==> config.mk <==
export PLATFORM = sky130hd
export DESIGN_NAME = heartbeat_response_tracker
export DESIGN_NICKNAME = d
export VERILOG_FILES = /design/src/hdl/hrt_pkg.sv /design/src/hdl/hrt_ram.sv /design/src/hdl/heartbeat_response_tracker.sv
export SDC_FILE = /design/constraint.sdc
export NUM_CORES = 1
export LEC_CHECK = 0
export ABC_CLOCK_PERIOD_IN_PS = 15370
export BUFFER_PORTS_ARGS = -buffer_cell sky130_fd_sc_hd__buf_2
export CORE_ASPECT_RATIO = 1.2
export CORE_MARGIN = 5
export CORE_UTILIZATION = 65
export CTS_BUF_LIST = sky130_fd_sc_hd__clkbuf_4
export DETAILED_ROUTE_END_ITERATION = 12
export PLACE_DENSITY = 0.84
export RECOVER_POWER = 25
export SLEW_MARGIN = 0
export SYNTH_ARGS = -nofsm -noshare
export SYNTH_HDL_FRONTEND = slang
export SYNTH_SLANG_ARGS = --single-unit
==> constraint.sdc <==
create_clock -name clk_i -period 15.37 [get_ports clk_i]
set_input_delay 2.3055 -clock clk_i [delete_from_list [all_inputs] [get_ports clk_i]]
set_output_delay 2.3055 -clock clk_i [all_outputs]
set_load 0.02 [all_outputs]
==> src/hdl/hrt_pkg.sv <==
// Package for the heartbeat response tracker.
// Holds sizes, opcodes, state codes and ms scaling constants; no dependencies.
package hrt_pkg;

  localparam int unsigned NODES   = 32;
  localparam int unsigned NODE_AW = (NODES > 1) ? $clog2(NODES) : 1;
  localparam int unsigned CNT_W   = $clog2(NODES + 1);

  localparam int unsigned TS_W    = 48;
  localparam int unsigned MASK_W  = 32;
  localparam int unsigned IDX_W   = 5;
  localparam int unsigned MS_W    = 10;
  localparam int unsigned SLOTS   = 3;

  // elapsed time is clamped below 1024 ms, so the dividend fits 20 bits;
  // ms = (us * MS_RECIP) >> RECIP_SH is exact for every us below 2^20
  localparam int unsigned REM_W    = 20;
  localparam int unsigned RECIP_W  = 21;
  localparam int unsigned PROD_W   = REM_W + RECIP_W;
  localparam int unsigned RECIP_SH = 30;
  localparam logic [REM_W-1:0]   DIV_LIMIT = REM_W'(1024000);
  localparam logic [REM_W-1:0]   SAT_REM   = REM_W'(1023000);
  localparam logic [RECIP_W-1:0] MS_RECIP  = RECIP_W'(1073742);

  typedef enum logic [1:0] {
    OP_PING  = 2'd0,
    OP_PONG  = 2'd1,
    OP_CHECK = 2'd2
  } op_e;

  typedef enum logic [3:0] {
    ST_IDLE  = 4'b0001,
    ST_DIV   = 4'b0010,
    ST_SWEEP = 4'b0100,
    ST_DONE  = 4'b1000
  } state_e;

endpackage

==> src/hdl/hrt_ram.sv <==
// Generic single-write, single-read RAM with registered read data.
// Standalone; used for the per-node response times.
module hrt_ram #(
  parameter int unsigned WIDTH = 8,
  parameter int unsigned DEPTH = 16,
  parameter int unsigned AW    = (DEPTH > 1) ? $clog2(DEPTH) : 1
) (
  input  logic             clk_i,
  input  logic             we_i,
  input  logic [AW-1:0]    waddr_i,
  input  logic [WIDTH-1:0] wdata_i,
  input  logic [AW-1:0]    raddr_i,
  output logic [WIDTH-1:0] rdata_o
);

  logic [WIDTH-1:0] mem_q [DEPTH];

  always_ff @(posedge clk_i) begin
    if (we_i) begin
      mem_q[waddr_i] <= wdata_i;
    end
    rdata_o <= mem_q[raddr_i];
  end

endmodule

==> src/hdl/heartbeat_response_tracker.sv <==
// Heartbeat response tracker top level.
// Uses hrt_pkg and hrt_ram (response time store).
//
// Usage:
//   Input channel (in_valid_i/in_ready_o) carries one request: opcode_i,
//   node_index_i, timestamp_us_i. Ping stores the send timestamp. Pong turns
//   the elapsed time into ms and records it for the node. Check sweeps all
//   nodes and returns one result on the output channel (out_valid_o /
//   out_ready_i): the responder mask and the three slowest nodes.
//   Steps: ping registers the send time; pong registers the clamped elapsed
//   time, scaled in the DIV state by a fixed reciprocal of 1000 in one
//   multiply; check runs SWEEP, one RAM read and one ranking step per node.
//   Throughput: one request at a time; in_ready_o is high only when idle.
//   Ping and pong are taken while a result still waits on the output.
//   If a check finishes while the previous result is not yet taken, it
//   holds until out_ready_i frees the output register.
//   Reset clears the send time, the reply flags and the output valid; the
//   time store is not cleared, entries are used only after a pong wrote them.
module heartbeat_response_tracker import hrt_pkg::*; (
  input  logic               clk_i,
  input  logic               rst_ni,
  input  logic               in_valid_i,
  output logic               in_ready_o,
  input  logic [1:0]         opcode_i,
  input  logic [5:0]         node_index_i,
  input  logic [TS_W-1:0]    timestamp_us_i,
  output logic               out_valid_o,
  input  logic               out_ready_i,
  output logic [MASK_W-1:0]  responder_mask_o,
  output logic [IDX_W-1:0]   slow_node_first_o,
  output logic [MS_W-1:0]    slow_time_first_o,
  output logic [IDX_W-1:0]   slow_node_second_o,
  output logic [MS_W-1:0]    slow_time_second_o,
  output logic [IDX_W-1:0]   slow_node_third_o,
  output logic [MS_W-1:0]    slow_time_third_o
);

  state_e state_q, state_d;

  logic [TS_W-1:0]    send_time_q;
  logic [NODES-1:0]   flags_q;
  logic [NODES-1:0]   mask_q;
  logic [REM_W-1:0]   rem_q;
  logic [NODE_AW-1:0] node_q;
  logic [CNT_W-1:0]   cnt_q;
  logic               rd_vld_q;
  logic [NODE_AW-1:0] rd_idx_q;
  logic [IDX_W-1:0]   slot_idx_q [SLOTS];
  logic [MS_W-1:0]    slot_tm_q  [SLOTS];
  logic [IDX_W-1:0]   slot_idx_d [SLOTS];
  logic [MS_W-1:0]    slot_tm_d  [SLOTS];
  logic               out_valid_q;
  logic [MASK_W-1:0]  mask_out_q;
  logic [IDX_W-1:0]   out_idx_q [SLOTS];
  logic [MS_W-1:0]    out_tm_q  [SLOTS];

  logic               in_fire;
  op_e                op;
  logic               node_ok;
  logic [TS_W-1:0]    diff;
  logic               backward;
  logic               saturate;
  logic [REM_W-1:0]   rem_init;
  logic [PROD_W-1:0]  prod;
  logic [MS_W-1:0]    ms_val;
  logic               ram_we;
  logic [MS_W-1:0]    rd_time;
  logic               rank_en;
  logic               sweep_end;
  logic               out_load;

  assign in_ready_o = (state_q == ST_IDLE);
  assign in_fire    = in_valid_i && in_ready_o;
  assign op         = op_e'(opcode_i);
  assign node_ok    = ({1'b0, node_index_i} < 7'(NODES));

  // elapsed time setup for the ms scaling
  assign diff     = timestamp_us_i - send_time_q;
  assign backward = (timestamp_us_i < send_time_q);
  assign saturate = (|diff[TS_W-1:REM_W]) || (diff[REM_W-1:0] >= DIV_LIMIT);
  assign rem_init = backward ? '0 : (saturate ? SAT_REM : diff[REM_W-1:0]);

  // us to ms by reciprocal multiply
  assign prod     = PROD_W'(rem_q) * PROD_W'(MS_RECIP);
  assign ms_val   = prod[RECIP_SH +: MS_W];
  assign ram_we   = (state_q == ST_DIV);

  assign sweep_end = (state_q == ST_SWEEP) && (cnt_q == CNT_W'(NODES));
  assign out_load  = (state_q == ST_DONE) && (!out_valid_q || out_ready_i);

  hrt_ram #(
    .WIDTH (MS_W),
    .DEPTH (NODES)
  ) u_times (
    .clk_i   (clk_i),
    .we_i    (ram_we),
    .waddr_i (node_q),
    .wdata_i (ms_val),
    .raddr_i (cnt_q[NODE_AW-1:0]),
    .rdata_o (rd_time)
  );

  // ranking: strictly greater enters, later slots shift down
  assign rank_en = rd_vld_q && mask_q[rd_idx_q];

  always_comb begin
    slot_idx_d = slot_idx_q;
    slot_tm_d  = slot_tm_q;
    if (rank_en) begin
      if (rd_time > slot_tm_q[0]) begin
        slot_idx_d[2] = slot_idx_q[1];
        slot_tm_d[2]  = slot_tm_q[1];
        slot_idx_d[1] = slot_idx_q[0];
        slot_tm_d[1]  = slot_tm_q[0];
        slot_idx_d[0] = IDX_W'(rd_idx_q);
        slot_tm_d[0]  = rd_time;
      end else if (rd_time > slot_tm_q[1]) begin
        slot_idx_d[2] = slot_idx_q[1];
        slot_tm_d[2]  = slot_tm_q[1];
        slot_idx_d[1] = IDX_W'(rd_idx_q);
        slot_tm_d[1]  = rd_time;
      end else if (rd_time > slot_tm_q[2]) begin
        slot_idx_d[2] = IDX_W'(rd_idx_q);
        slot_tm_d[2]  = rd_time;
      end
    end
  end

  always_comb begin
    state_d = state_q;
    unique case (state_q)
      ST_IDLE: begin
        if (in_fire) begin
          if (op == OP_PONG && node_ok) begin
            state_d = ST_DIV;
          end else if (op == OP_CHECK) begin
            state_d = ST_SWEEP;
          end
        end
      end
      ST_DIV: begin
        state_d = ST_IDLE;
      end
      ST_SWEEP: begin
        if (sweep_end) begin
          state_d = ST_DONE;
        end
      end
      ST_DONE: begin
        if (out_load) begin
          state_d = ST_IDLE;
        end
      end
      default: state_d = ST_IDLE;
    endcase
  end

  always_ff @(posedge clk_i or negedge rst_ni) begin
    if (!rst_ni) begin
      state_q     <= ST_IDLE;
      send_time_q <= '0;
      flags_q     <= '0;
      cnt_q       <= '0;
      rd_vld_q    <= 1'b0;
      out_valid_q <= 1'b0;
    end else begin
      state_q <= state_d;
      if (in_fire && op == OP_PING) begin
        send_time_q <= timestamp_us_i;
      end
      if (in_fire && op == OP_CHECK) begin
        flags_q <= '0;
      end else if (ram_we) begin
        flags_q[node_q] <= 1'b1;
      end
      if (in_fire) begin
        cnt_q <= '0;
      end else if (state_q == ST_SWEEP && !sweep_end) begin
        cnt_q <= cnt_q + CNT_W'(1);
      end
      rd_vld_q <= (state_q == ST_SWEEP) && !sweep_end;
      if (out_load) begin
        out_valid_q <= 1'b1;
      end else if (out_ready_i) begin
        out_valid_q <= 1'b0;
      end
    end
  end

  always_ff @(posedge clk_i) begin
    if (in_fire) begin
      rem_q  <= rem_init;
      node_q <= node_index_i[NODE_AW-1:0];
    end
    rd_idx_q <= cnt_q[NODE_AW-1:0];
    if (in_fire && op == OP_CHECK) begin
      mask_q <= flags_q;
      for (int s = 0; s < SLOTS; s++) begin
        slot_idx_q[s] <= '0;
        slot_tm_q[s]  <= '0;
      end
    end else begin
      slot_idx_q <= slot_idx_d;
      slot_tm_q  <= slot_tm_d;
    end
    if (out_load) begin
      mask_out_q <= MASK_W'(mask_q);
      out_idx_q  <= slot_idx_q;
      out_tm_q   <= slot_tm_q;
    end
  end

  assign out_valid_o        = out_valid_q;
  assign responder_mask_o   = mask_out_q;
  assign slow_node_first_o  = out_idx_q[0];
  assign slow_time_first_o  = out_tm_q[0];
  assign slow_node_second_o = out_idx_q[1];
  assign slow_time_second_o = out_tm_q[1];
  assign slow_node_third_o  = out_idx_q[2];
  assign slow_time_third_o  = out_tm_q[2];

  a_rise_from_done: assert property (@(posedge clk_i) disable iff (!rst_ni)
    $rose(out_valid_q) |-> $past(state_q == ST_DONE))
    else $error("result raised outside of sweep completion");

  a_slot_order: assert property (@(posedge clk_i) disable iff (!rst_ni)
    out_valid_q |-> (out_tm_q[0] >= out_tm_q[1]) && (out_tm_q[1] >= out_tm_q[2]))
    else $error("slow slots out of order");

  a_empty_slot: assert property (@(posedge clk_i) disable iff (!rst_ni)
    (out_valid_q && out_tm_q[2] == '0) |-> (out_idx_q[2] == '0))
    else $error("empty slot carries a node index");

  a_check_clears: assert property (@(posedge clk_i) disable iff (!rst_ni)
    (in_fire && op == OP_CHECK) |=> (flags_q == '0))
    else $error("reply flags not cleared by check");

endmodule
==> results of run 1 <==
==> worst register-to-register path, delay by kind of cell, from the launching register on <==
kind	cells	cell delay [ns]
flops	1	0.57
simple gates	5	1.08
buf+inv	2	0.12
compound gates	4	1.82
fa+ha+maj	8	3.20
xor+xnor	1	1.04
==> report_power, final <==
group | leakage, µW | internal [µW] | switching (µW)
Clock | 0.00110 | 644 | 637
Combinational | 0.00718 | 1010 | 1770
Sequential | 0.00580 | 2380 | 57.0
Total | 0.0141 | 4030 | 2460
==> synthesized netlist by cell type, drive strengths merged (5+ instances only) <==
cell	n
edfxtp	454
inv	275
ha	249
nor2	223
mux4	110
a21oi	108
dfrtp	91
fa	86
nand2	78
dfxtp	60
mux2	58
clkbuf	56
o21ai	52
mux2i	42
a211oi	35
a21o	32
nand4	27
xnor2	24
nor3	21
buf	20
xor2	20
nand3	19
and3	14
nand2b	14
nor2b	13
nor4	11
a31oi	10
and2	9
a21boi	8
o21a	8
nand3b	6
o21bai	6
or3	6
nor4b	5
==> cell families (layout without fill, tap and decap cells) <==
kind of cell,Yosys count,in the layout,synth area share (%)
AOI/OAI and AO/OA,299,299,6.26
DFF,606,606,54.6
xor gates and xnor gates,44,44,1.23
buffers and inverters,351,713,4.26
other,0,3,0
and+or+nand+nor,457,457,6.87
muxes,210,210,11.3
adders and majority gates,335,335,15.4
==> per-stage QoR <==
step	power, µW	hold WS, ns
finish	6500	0.405
global route	6950	0.417
CTS	6530	0.406
detailed placement	5230	0.428
global placement	5070	0.417
floorplan	4290	0.345
==> registers in the layout (all words and copies together), names as in the netlist, 6 cells and up <==
name                count
u_times.mem_q         320
send_time_q            48
flags_q                32
mask_q                 32
responder_mask_o       32
slot_tm_q              30
rem_q                  20
slot_idx_q             15
slow_time_first_o      10
slow_time_second_o     10
slow_time_third_o      10
u_times.rdata_o        10
cnt_q                   6
==> area by class of cell <==
| cell class | instances | area share (%) |
|---|---|---|
| Antenna cell | 3 | 0.0216 |
| Clock buffer | 213 | 4.61 |
| Clock inverter | 48 | 0.671 |
| Inverter | 275 | 2.97 |
| Multi-Input combinational cell | 1345 | 37.4 |
| Sequential cell | 606 | 49.4 |
| Tap cell | 630 | 2.27 |
| Timing Repair Buffer | 177 | 2.64 |
==> how the worst min path moves through the flow <==
stage             startpoint                    to  slack, ns  cells past startpoint
4_1_cts           mask_q[29]  responder_mask_o[29]       0.41                      0
6_report          mask_q[29]  responder_mask_o[29]       0.41                      0
3_5_place_dp   slot_idx_q[0]  slow_node_third_o[0]       0.43                      0
5_1_grt           mask_q[29]  responder_mask_o[29]       0.42                      0
3_3_place_gp   slot_idx_q[4]  slow_node_third_o[4]       0.42                      0
2_1_floorplan       cnt_q[2]           rd_idx_q[2]       0.35                      0
==> routing by layer <==
layer	vias to the layer above	GRT usage (%)	routed length, µm
met3	186	4.89	5250
met4	2	11.5	2770
met5	-	0	20
met1	9850	36.9	28200
met2	873	47.3	36900
li1	9002	-	-
==> reports/qor.txt, run 1 <==
Leak -> 0.0141 µW
Top post-synthesis cells by area -> edfxtp_1 43%, ha_1 9.9%, mux4_2 7.9%
Initial antenna violation count -> 3
First-pass GRT wire length -> 115 mm
Crit path DAT -> 8.67 ns
Drt first pass iters -> 5
Netlist Area Pre-Place -> 0.0314 mm²
GRT Overall Usage -> 28.2%
Max Slew Vio Count -> 165
Kind of critical path -> reg2reg
Most frequent cells in the layout -> 454 x edfxtp_1, 275 x inv_1, 249 x ha_1
Row Count -> 88
Critical Path RT -> 15.83 ns
CORE AREA -> 0.0479 mm²
Slowest stage cell, crit path -> xnor2_2
Final Hold Fails -> 0
Fillers -> 3050
Routed WL -> 73.2 mm
Pre-CTS setup slack -> 7.31 ns
Reg-to-reg critical path startpoint -> rem_q[8]
Post-cts repair resize count -> 0
Yosys cell types -> 78
Final Wtd Congestion -> 0.905
Critical path buffer and inverter count -> 2
CTS tree -> built
Setup Viol. Count Final -> 0
Final instance area -> 0.0347 mm²
# IOs -> 139
Cts bufs inserted -> 143
Maxcap violations -> 5
# hold bufs at CTS -> 0
Number of routed nets with antenna violations -> 0
Main synth FF type -> edfxtp_1
DP HPWL -> 51.7 mm
Multi-input gate area -> 0.0130 mm²
TNS Setup -> 0 ns
Final Net Count -> 2943
Seq. cell area -> 0.0171 mm²
Post-layout min period -> 8.20 ns
Startpoint Class -> flop
Async SR Flop Fraction -> 15.2%
Violated checks -> max-capacitance violations, max-slew violations
Final core utilization -> 72.5%
Share of layout cells above drive strength 1 -> 22.8%
Input/output buffers -> 138
Rel. slew slack -> -75.5%
H-tree depth -> 4
Worst setup margin -> 7.17 ns
Cells after DPL -> 3033
VDD IR max -> 0.275 mV
Worst skew pair latency -> 0.90 ns
Wire length per cell -> 22.2 µm
Top delay family on crit path -> adder cells
CP max FO -> 32
Gr ovfl total -> 0
Reg2reg path depth -> 20
Post-CTS Setup Inserts -> 0
RSZ-0062 raised after global routing -> false
Share of the synthesized area in the top cell type -> 43.5%
Clk sinks -> 606
Die area -> 0.0528 mm²
Status -> finished, violations left
PD cells -> 187 mW/mm²
Cell accounting for the most synthesized area -> edfxtp_1
Worst-margin pin slew -> 2.63 ns
Commonest non-fill, non-tap cell in the layout -> edfxtp_1
Fin cells -> 3297
Post-Syn Nets -> 2697
Crit end category -> flop
Hold crit path type -> reg2reg
Synth warn -> 0
Fin crit share -> 53.4%
CTS Buffer Depth -> 3
WP depth -> 20
CP peak stage delay -> 1.04 ns
Die Y-Extent -> 251 µm
First-iteration detailed-routing DRC count -> 1678
Max Fclk -> 0.122 GHz
Die X -> 211 µm
Largest net degree at the start of global routing -> 78
CP endpoint -> u_times.mem_q[25][9]
R2r setup slk -> 7.17 ns
Initial Util -> 65.5%
Register area share after synthesis -> 54.6%
CP cell instances -> ha_1 -> ha_1 -> inv_1 -> fa_1 -> fa_1 -> inv_1 -> fa_1 -> fa_1 -> ha_1 -> ha_1 -> nand4_1 -> nor4_1 -> nand4_1 -> o31ai_1 -> nor2_1 -> o22ai_1 -> nor4_1 -> o41ai_1 -> a21oi_1 -> xnor2_2
Vias per Instance -> 6.04
Number of remaining DRC errors -> 0
Clock root buffer master -> clkbuf_4
Worst-path clk slew -> 0.07 ns
Vias in the first global route -> 20700
Seq cells post-synth -> 606
Synth Instances -> 2302
Area Growth Syn to Fin -> 10.6%
Syn_area_per_cell -> 13.6 µm²
Number of flops mapped to enable cells by yosys -> 454
RR Endpoint -> u_times.mem_q[25][9]
Crit. Startpoint -> rem_q[8]
Routed via count -> 19900
Worst clock skew -> 0.0707 ns
Area post-placement -> 0.0329 mm²
Power figures use the tool's default switching activity.
==> inputs of run 2 (changes only) <==
--- a/config.mk
+++ b/config.mk
@@ -5,14 +5,15 @@
 export SDC_FILE = /design/constraint.sdc
 export NUM_CORES = 1
 export LEC_CHECK = 0
-export ABC_CLOCK_PERIOD_IN_PS = 15370
+export ABC_AREA = 1
+export ABC_CLOCK_PERIOD_IN_PS = 8000
 export BUFFER_PORTS_ARGS = -buffer_cell sky130_fd_sc_hd__buf_2
 export CORE_ASPECT_RATIO = 1.2
 export CORE_MARGIN = 5
 export CORE_UTILIZATION = 65
 export CTS_BUF_LIST = sky130_fd_sc_hd__clkbuf_4
 export DETAILED_ROUTE_END_ITERATION = 12
-export PLACE_DENSITY = 0.84
+export PLACE_DENSITY = 0.83
 export RECOVER_POWER = 25
 export SLEW_MARGIN = 0
 export SYNTH_ARGS = -nofsm -noshare
==> constraint.sdc (replaced) <==
create_clock -name clk_i -period 8 [get_ports clk_i]
set_input_delay 1.2 -clock clk_i [delete_from_list [all_inputs] [get_ports clk_i]]
set_output_delay 1.2 -clock clk_i [all_outputs]
set_load 0.02 [all_outputs]
==> run 2 against run 1 <==
Net effect: the flow still finishes with violations (max-capacitance violations, max-slew violations); critical path depth up 1; routed wire length up 14%; die area up 6.0%; utilization down 0.66 points; clock-buffer cell count up 6; cell area up 5.8%; critical path type unchanged; largest cell class unchanged; highest routed layer unchanged.
==> reports/qor.txt, run 2 <==
Vias in the first global route -> 25300
Crit end category -> flop
DP HPWL -> 57.8 mm
Startpoint Class -> flop
Die Y-Extent -> 258 µm
Commonest non-fill, non-tap cell in the layout -> inv_1
Final instance area -> 0.0367 mm²
Crit path DAT -> 7.17 ns
Syn_area_per_cell -> 9.73 µm²
Seq. cell area -> 0.0171 mm²
Multi-input gate area -> 0.0139 mm²
WHS Path Cells -> 0
Main synth FF type -> edfxtp_1
Share of the synthesized area in the top cell type -> 40.9%
Hold crit path type -> reg2reg
Worst-path clk slew -> 0.06 ns
TNS Setup -> 0 ns
Violated checks -> max-capacitance violations, max-slew violations
Final Net Count -> 4047
Reg2reg path depth -> 21
Status -> finished, violations left
Number of flops mapped to enable cells by yosys -> 454
First-iteration detailed-routing DRC count -> 2738
Synth Instances -> 3425
RR Endpoint -> u_times.mem_q[3][9]
CTS tree -> built
Top reg by flops -> u_times.mem_q
Fin cells -> 4415
Drt first pass iters -> 6
List of most frequent post-synthesis cells -> 528 x inv_1, 527 x nand2_1, 454 x edfxtp_1, 448 x nor2_1, 282 x o21ai_0
Cts bufs inserted -> 144
Synth warn -> 0
Top delay family on crit path -> adder cells
Cell accounting for the most synthesized area -> edfxtp_1
Hold EP -> slow_time_second_o[7]
Row Count -> 91
Worst clock skew -> 0.100 ns
Post-layout min period -> 6.61 ns
H-tree depth -> 4
Wire length per cell -> 18.9 µm
Critical Path RT -> 8.55 ns
Final Wtd Congestion -> 0.947
Final Hold Fails -> 0
Fin crit share -> 82.7%
GRT Overall Usage -> 30.2%
CTS Buffer Depth -> 3
Most frequent cells in the layout -> 528 x inv_1, 527 x nand2_1, 454 x edfxtp_1
Most frequent cell after synthesis -> inv_1
Worst hold start -> slot_tm_q[17]
Clk sinks -> 606
Input/output buffers -> 138
Area Growth Syn to Fin -> 10.1%
Critical path buffer and inverter count -> 4
First-pass GRT wire length -> 133 mm
Max Slew Vio Count -> 218
Top flop regs -> u_times.mem_q x320, send_time_q x48
Worst skew pair latency -> 1.00 ns
RSZ-0062 raised after global routing -> false
Share of layout cells above drive strength 1 -> 13.9%
Post-CTS Setup Inserts -> 0
Post-Syn Nets -> 3820
Fillers -> 3667
CP peak stage delay -> 0.96 ns
Largest net degree at the start of global routing -> 101
Worst-margin pin slew -> 3.70 ns
Initial antenna violation count -> 4
Vias per Instance -> 5.77
Seq cells post-synth -> 606
CP cell instances -> ha_1 -> ha_1 -> inv_1 -> fa_1 -> fa_1 -> inv_1 -> fa_1 -> fa_1 -> inv_1 -> fa_1 -> inv_1 -> ha_1 -> a21oi_1 -> o21ai_0 -> a21oi_1 -> nand2_1 -> nand2_1 -> a21oi_1 -> o21ai_0 -> nand2_1 -> xor2_2
Crit-path most repeated cell -> fa_1
Reg-to-reg critical path startpoint -> rem_q[2]
# hold bufs at CTS -> 0
Gr ovfl total -> 0
Max reg flops -> 320
CP max FO -> 32
Initial Util -> 65.2%
Yosys cell types -> 55
Rel. slew slack -> -147%
Max Fclk -> 0.151 GHz
Routed via count -> 25500
Maxcap violations -> 5
Cells after DPL -> 4157
Top post-synthesis cells by area -> edfxtp_1 41%, ha_1 9.3%, dfrtp_1 6.8%
CORE AREA -> 0.0511 mm²
Number of remaining DRC errors -> 0
Clock root buffer master -> clkbuf_4
Slowest stage cell, crit path -> xor2_2
Die X -> 217 µm
Post-cts repair resize count -> 0
R2r setup slk -> 1.39 ns
# IOs -> 139
Async SR Flop Fraction -> 15.2%
Netlist Area Pre-Place -> 0.0333 mm²
Kind of critical path -> reg2reg
Die area -> 0.0559 mm²
Area post-placement -> 0.0349 mm²
Register area share after synthesis -> 51.4%
Setup Viol. Count Final -> 0
Routed WL -> 83.5 mm
Number of routed nets with antenna violations -> 0
run 2: cell types whose count changed in the layout (fill, tap and decap cells not counted), moves of 68 or more:
| cell | previous run | this run |
|---|---|---|
| nor2_1 | 218 | 437 |
| nand3_1 | 19 | 87 |
| nand2_1 | 76 | 527 |
| o22ai_1 | 2 | 81 |
| inv_1 | 275 | 528 |
| o21ai_0 | 41 | 282 |
| mux4_2 | 110 | 0 |
run 2: layout make-up:
type | instances | area share [%]
multi-input cells | 2179 | 37.8
clock inverters | 36 | 0.709
well taps | 651 | 2.22
repair buffers | 175 | 2.48
clock buffers | 219 | 4.48
inverters | 546 | 5.59
flip-flops and latches | 606 | 46.7
diodes | 3 | 0.0205
run 2: cells by family after synthesis:
| family | share of synthesized area, % |
|---|---|
| adders and majority gates | 14.5 |
| buffers and inverters | 7.32 |
| and+or+nand+nor | 14.4 |
| muxes | 1.55 |
| AOI/OAI and AO/OA | 10.2 |
| xor gates and xnor gates | 0.630 |
| DFF | 51.4 |
run 2: metal layers:
layer / GRT usage [%] / part of all wire [%] / vias up / routed length (µm)
met1: 39.3 / 38 / 11900 / 32100
met4: 12.5 / 4.2 / 4 / 3520
li1: - / - / 12000 / -
met2: 49.2 / 48 / 1274 / 40100
met5: 0 / 0.034 / - / 28
met3: 7.43 / 9.3 / 245 / 7760
run 2: worst max path at each step:
stage | start | endpoint | slack (ns) | cells past startpoint
floorplan | rem_q[2] | u_times.mem_q[0][9] | 2.19 | 21
global placement | rem_q[2] | u_times.mem_q[1][9] | 1.76 | 21
detailed placement | rem_q[2] | u_times.mem_q[2][9] | 1.51 | 21
CTS | rem_q[2] | u_times.mem_q[2][9] | 1.41 | 21
global route | rem_q[2] | u_times.mem_q[2][9] | 1.09 | 21
finish | rem_q[2] | u_times.mem_q[3][9] | 1.39 | 21
run 2: worst register-to-register path: stages, from the launching register on:
cell and delay, ns:
edfxtp_1 0.54, ha_1 0.36, ha_1 0.17, inv_1 0.07
fa_1 0.43, fa_1 0.49, inv_1 0.05, fa_1 0.47
fa_1 0.56, inv_1 0.07, fa_1 0.50, inv_1 0.04
ha_1 0.31, a21oi_1 0.22, o21ai_0 0.14, a21oi_1 0.17
nand2_1 0.11, nand2_1 0.07, a21oi_1 0.07, o21ai_0 0.22
nand2_1 0.14, xor2_2 0.96
run 2: stage by stage:
| stage | utilization (%) | worst slack [ns] | hold slack [ns] |
|---|---|---|---|
| global placement | 68.2 | 1.76 | 0.414 |
| finish | 71.8 | 1.39 | 0.427 |
| CTS | 71.9 | 1.41 | 0.0651 |
| floorplan | - | 2.19 | 0.368 |
| global route | 71.8 | 1.09 | 0.407 |
| detailed placement | 68.2 | 1.51 | 0.417 |
Power of run 2 is not shown: default switching activity piles up to over one toggle a cycle in this logic, so the estimate is an artifact.
==> inputs of run 3 (changes only) <==
--- a/config.mk
+++ b/config.mk
@@ -5,15 +5,15 @@
 export SDC_FILE = /design/constraint.sdc
 export NUM_CORES = 1
 export LEC_CHECK = 0
-export ABC_AREA = 1
-export ABC_CLOCK_PERIOD_IN_PS = 8000
+export ABC_AREA = 0
+export ABC_CLOCK_PERIOD_IN_PS = 6400
 export BUFFER_PORTS_ARGS = -buffer_cell sky130_fd_sc_hd__buf_2
 export CORE_ASPECT_RATIO = 1.2
 export CORE_MARGIN = 5
-export CORE_UTILIZATION = 65
+export CORE_UTILIZATION = 64
 export CTS_BUF_LIST = sky130_fd_sc_hd__clkbuf_4
 export DETAILED_ROUTE_END_ITERATION = 12
-export PLACE_DENSITY = 0.83
+export PLACE_DENSITY = 0.82
 export RECOVER_POWER = 25
 export SLEW_MARGIN = 0
 export SYNTH_ARGS = -nofsm -noshare
==> constraint.sdc (replaced) <==
create_clock -name clk_i -period 6.4 [get_ports clk_i]
set_input_delay 0.96 -clock clk_i [delete_from_list [all_inputs] [get_ports clk_i]]
set_output_delay 0.96 -clock clk_i [all_outputs]
set_load 0.02 [all_outputs]
==> run 3 against run 2 <==
Net effect: cell area shrank 2.7%; via count is 20% lower; critical path depth grew 5; the flow still finishes with violations (max-capacitance violations, max-slew violations); routed wire length is 9.5% lower.
==> reports/qor.txt, run 3 (synthesized netlist as in run 1, its figures left out) <==
Status -> finished, violations left
Violated checks -> max-capacitance violations, max-slew violations
Worst clock skew -> 0.0601 ns
First-pass GRT wire length -> 118 mm
Fin crit share -> 99.0%
Cts bufs inserted -> 144
CTS tree -> built
Crit end category -> flop
Routed via count -> 20500
VDD IR max -> 0.563 mV
# hold bufs at CTS -> 0
Top flop regs -> u_times.mem_q x320, send_time_q x48
Worst-margin pin slew -> 3.55 ns
Crit-path most repeated cell -> fa_1
Final Power -> 16600 µW
Die X -> 212 µm
Worst-path clk slew -> 0.07 ns
Leak -> 0.0146 µW
Number of routed nets with antenna violations -> 0
CORE AREA -> 0.0483 mm²
Worst skew pair latency -> 0.88 ns
Vias in the first global route -> 21100
Clock root buffer master -> clkbuf_4
TNS Setup -> 0 ns
Post-layout min period -> 6.34 ns
Die Y-Extent -> 253 µm
Final Wtd Congestion -> 0.909
Setup Viol. Count Final -> 0
RSZ-0062 raised after global routing -> true
Critical Path RT -> 6.98 ns
Final core utilization -> 73.9%
Startpoint Class -> flop
Area Growth Syn to Fin -> 13.8%
Commonest non-fill, non-tap cell in the layout -> edfxtp_1
Gr ovfl total -> 0
Cells after DPL -> 3091
PD cells -> 466 mW/mm²
GRT Overall Usage -> 28.6%
Hold crit path type -> in2reg
Crit path DAT -> 6.92 ns
Most frequent cells in the layout -> 454 x edfxtp_1, 273 x inv_1, 236 x ha_1
Rel. slew slack -> -137%
Number of remaining DRC errors -> 0
Max reg flops -> 320
Final instance area -> 0.0357 mm²
Slowest stage cell, crit path -> fa_1
Drt first pass iters -> 8
Kind of critical path -> reg2reg
CP peak stage delay -> 0.55 ns
Vias per Instance -> 6.06
Top delay family on crit path -> adder cells
H-tree depth -> 4
Max Fclk -> 0.158 GHz
Max Slew Vio Count -> 329
Share of layout cells above drive strength 1 -> 26.4%
Initial Util -> 64.9%
Clk sinks -> 606
DP HPWL -> 53.8 mm
CTS Buffer Depth -> 3
# IOs -> 139
Area post-placement -> 0.0334 mm²
Wire length per cell -> 22.4 µm
First-iteration detailed-routing DRC count -> 1983
Final Net Count -> 3017
Row Count -> 88
Die area -> 0.0536 mm²
Largest net degree at the start of global routing -> 87
CP max FO -> 16
Initial antenna violation count -> 6
Routed WL -> 75.5 mm
Fin cells -> 3377
Top reg by flops -> u_times.mem_q
Maxcap violations -> 8
Input/output buffers -> 138
Final Hold Fails -> 0
Critical path buffer and inverter count -> 7
## run 3: path summary, 6_finish.rpt
| path | start | to | slack, ns | depth (start not counted) |
|---|---|---|---|---|
| max in group asynchronous | rst_ni | send_time_q[1] | 1.57 | 2 |
| min in group asynchronous | rst_ni | flags_q[23] | 0.84 | 1 |
| hold / removal | node_index_i[4] | node_q[4] | 0.30 | 1 |
| setup reg to reg | rem_q[2] | u_times.mem_q[3][9] | 0.06 | 26 |
| hold reg to reg | slot_idx_q[4] | slow_node_third_o[4] | 0.42 | 0 |
| setup / recovery | rem_q[2] | u_times.mem_q[3][9] | 0.06 | 26 |
## run 3: repair_timing
item	CTS	global route
cloned	1	0
pin swaps	4	18
gates resized for setup	7	34
setup endpoints to repair	96	192
setup buffers	5	10
## run 3: per-layer routing
metal  global-route usage (%)  part of all wire, %  vias up
met1                     38.1                   39    10200
met2                     46.7                   50      928
met5                        0                0.069        -
li1                         -                    -     9156
met4                     11.2                  4.0        8
met3                     6.08                  7.6      211
## run 3: per-stage QoR
stage / hold WS [ns] / setup WS (ns)
after global placement: 0.421 / -0.255
final: 0.296 / 0.0642
after detailed placement: 0.437 / -0.616
after global routing: 0.233 / -0.115
after CTS: 0.0283 / 0.00383
after floorplan: 0.345 / -0.0430
## run 3: area by class of cell
type | count | area (µm²)
clock inverters | 62 | 348
multi-input cells | 1346 | 13300
repair buffers | 249 | 1580
fillers | 3015 | 12600
inverters | 275 | 1030
clock buffers | 207 | 1550
flip-flops and latches | 606 | 17100
diodes | 2 | 5.00
well taps | 630 | 788
## run 3: report_power, final
part / leakage, µW / internal (µW) / switching, µW / total, µW
sequential: 0.00579 / 5700 / 116 / 5820
combinational: 0.00765 / 3020 / 4620 / 7630
clock: 0.00115 / 1610 / 1580 / 3190
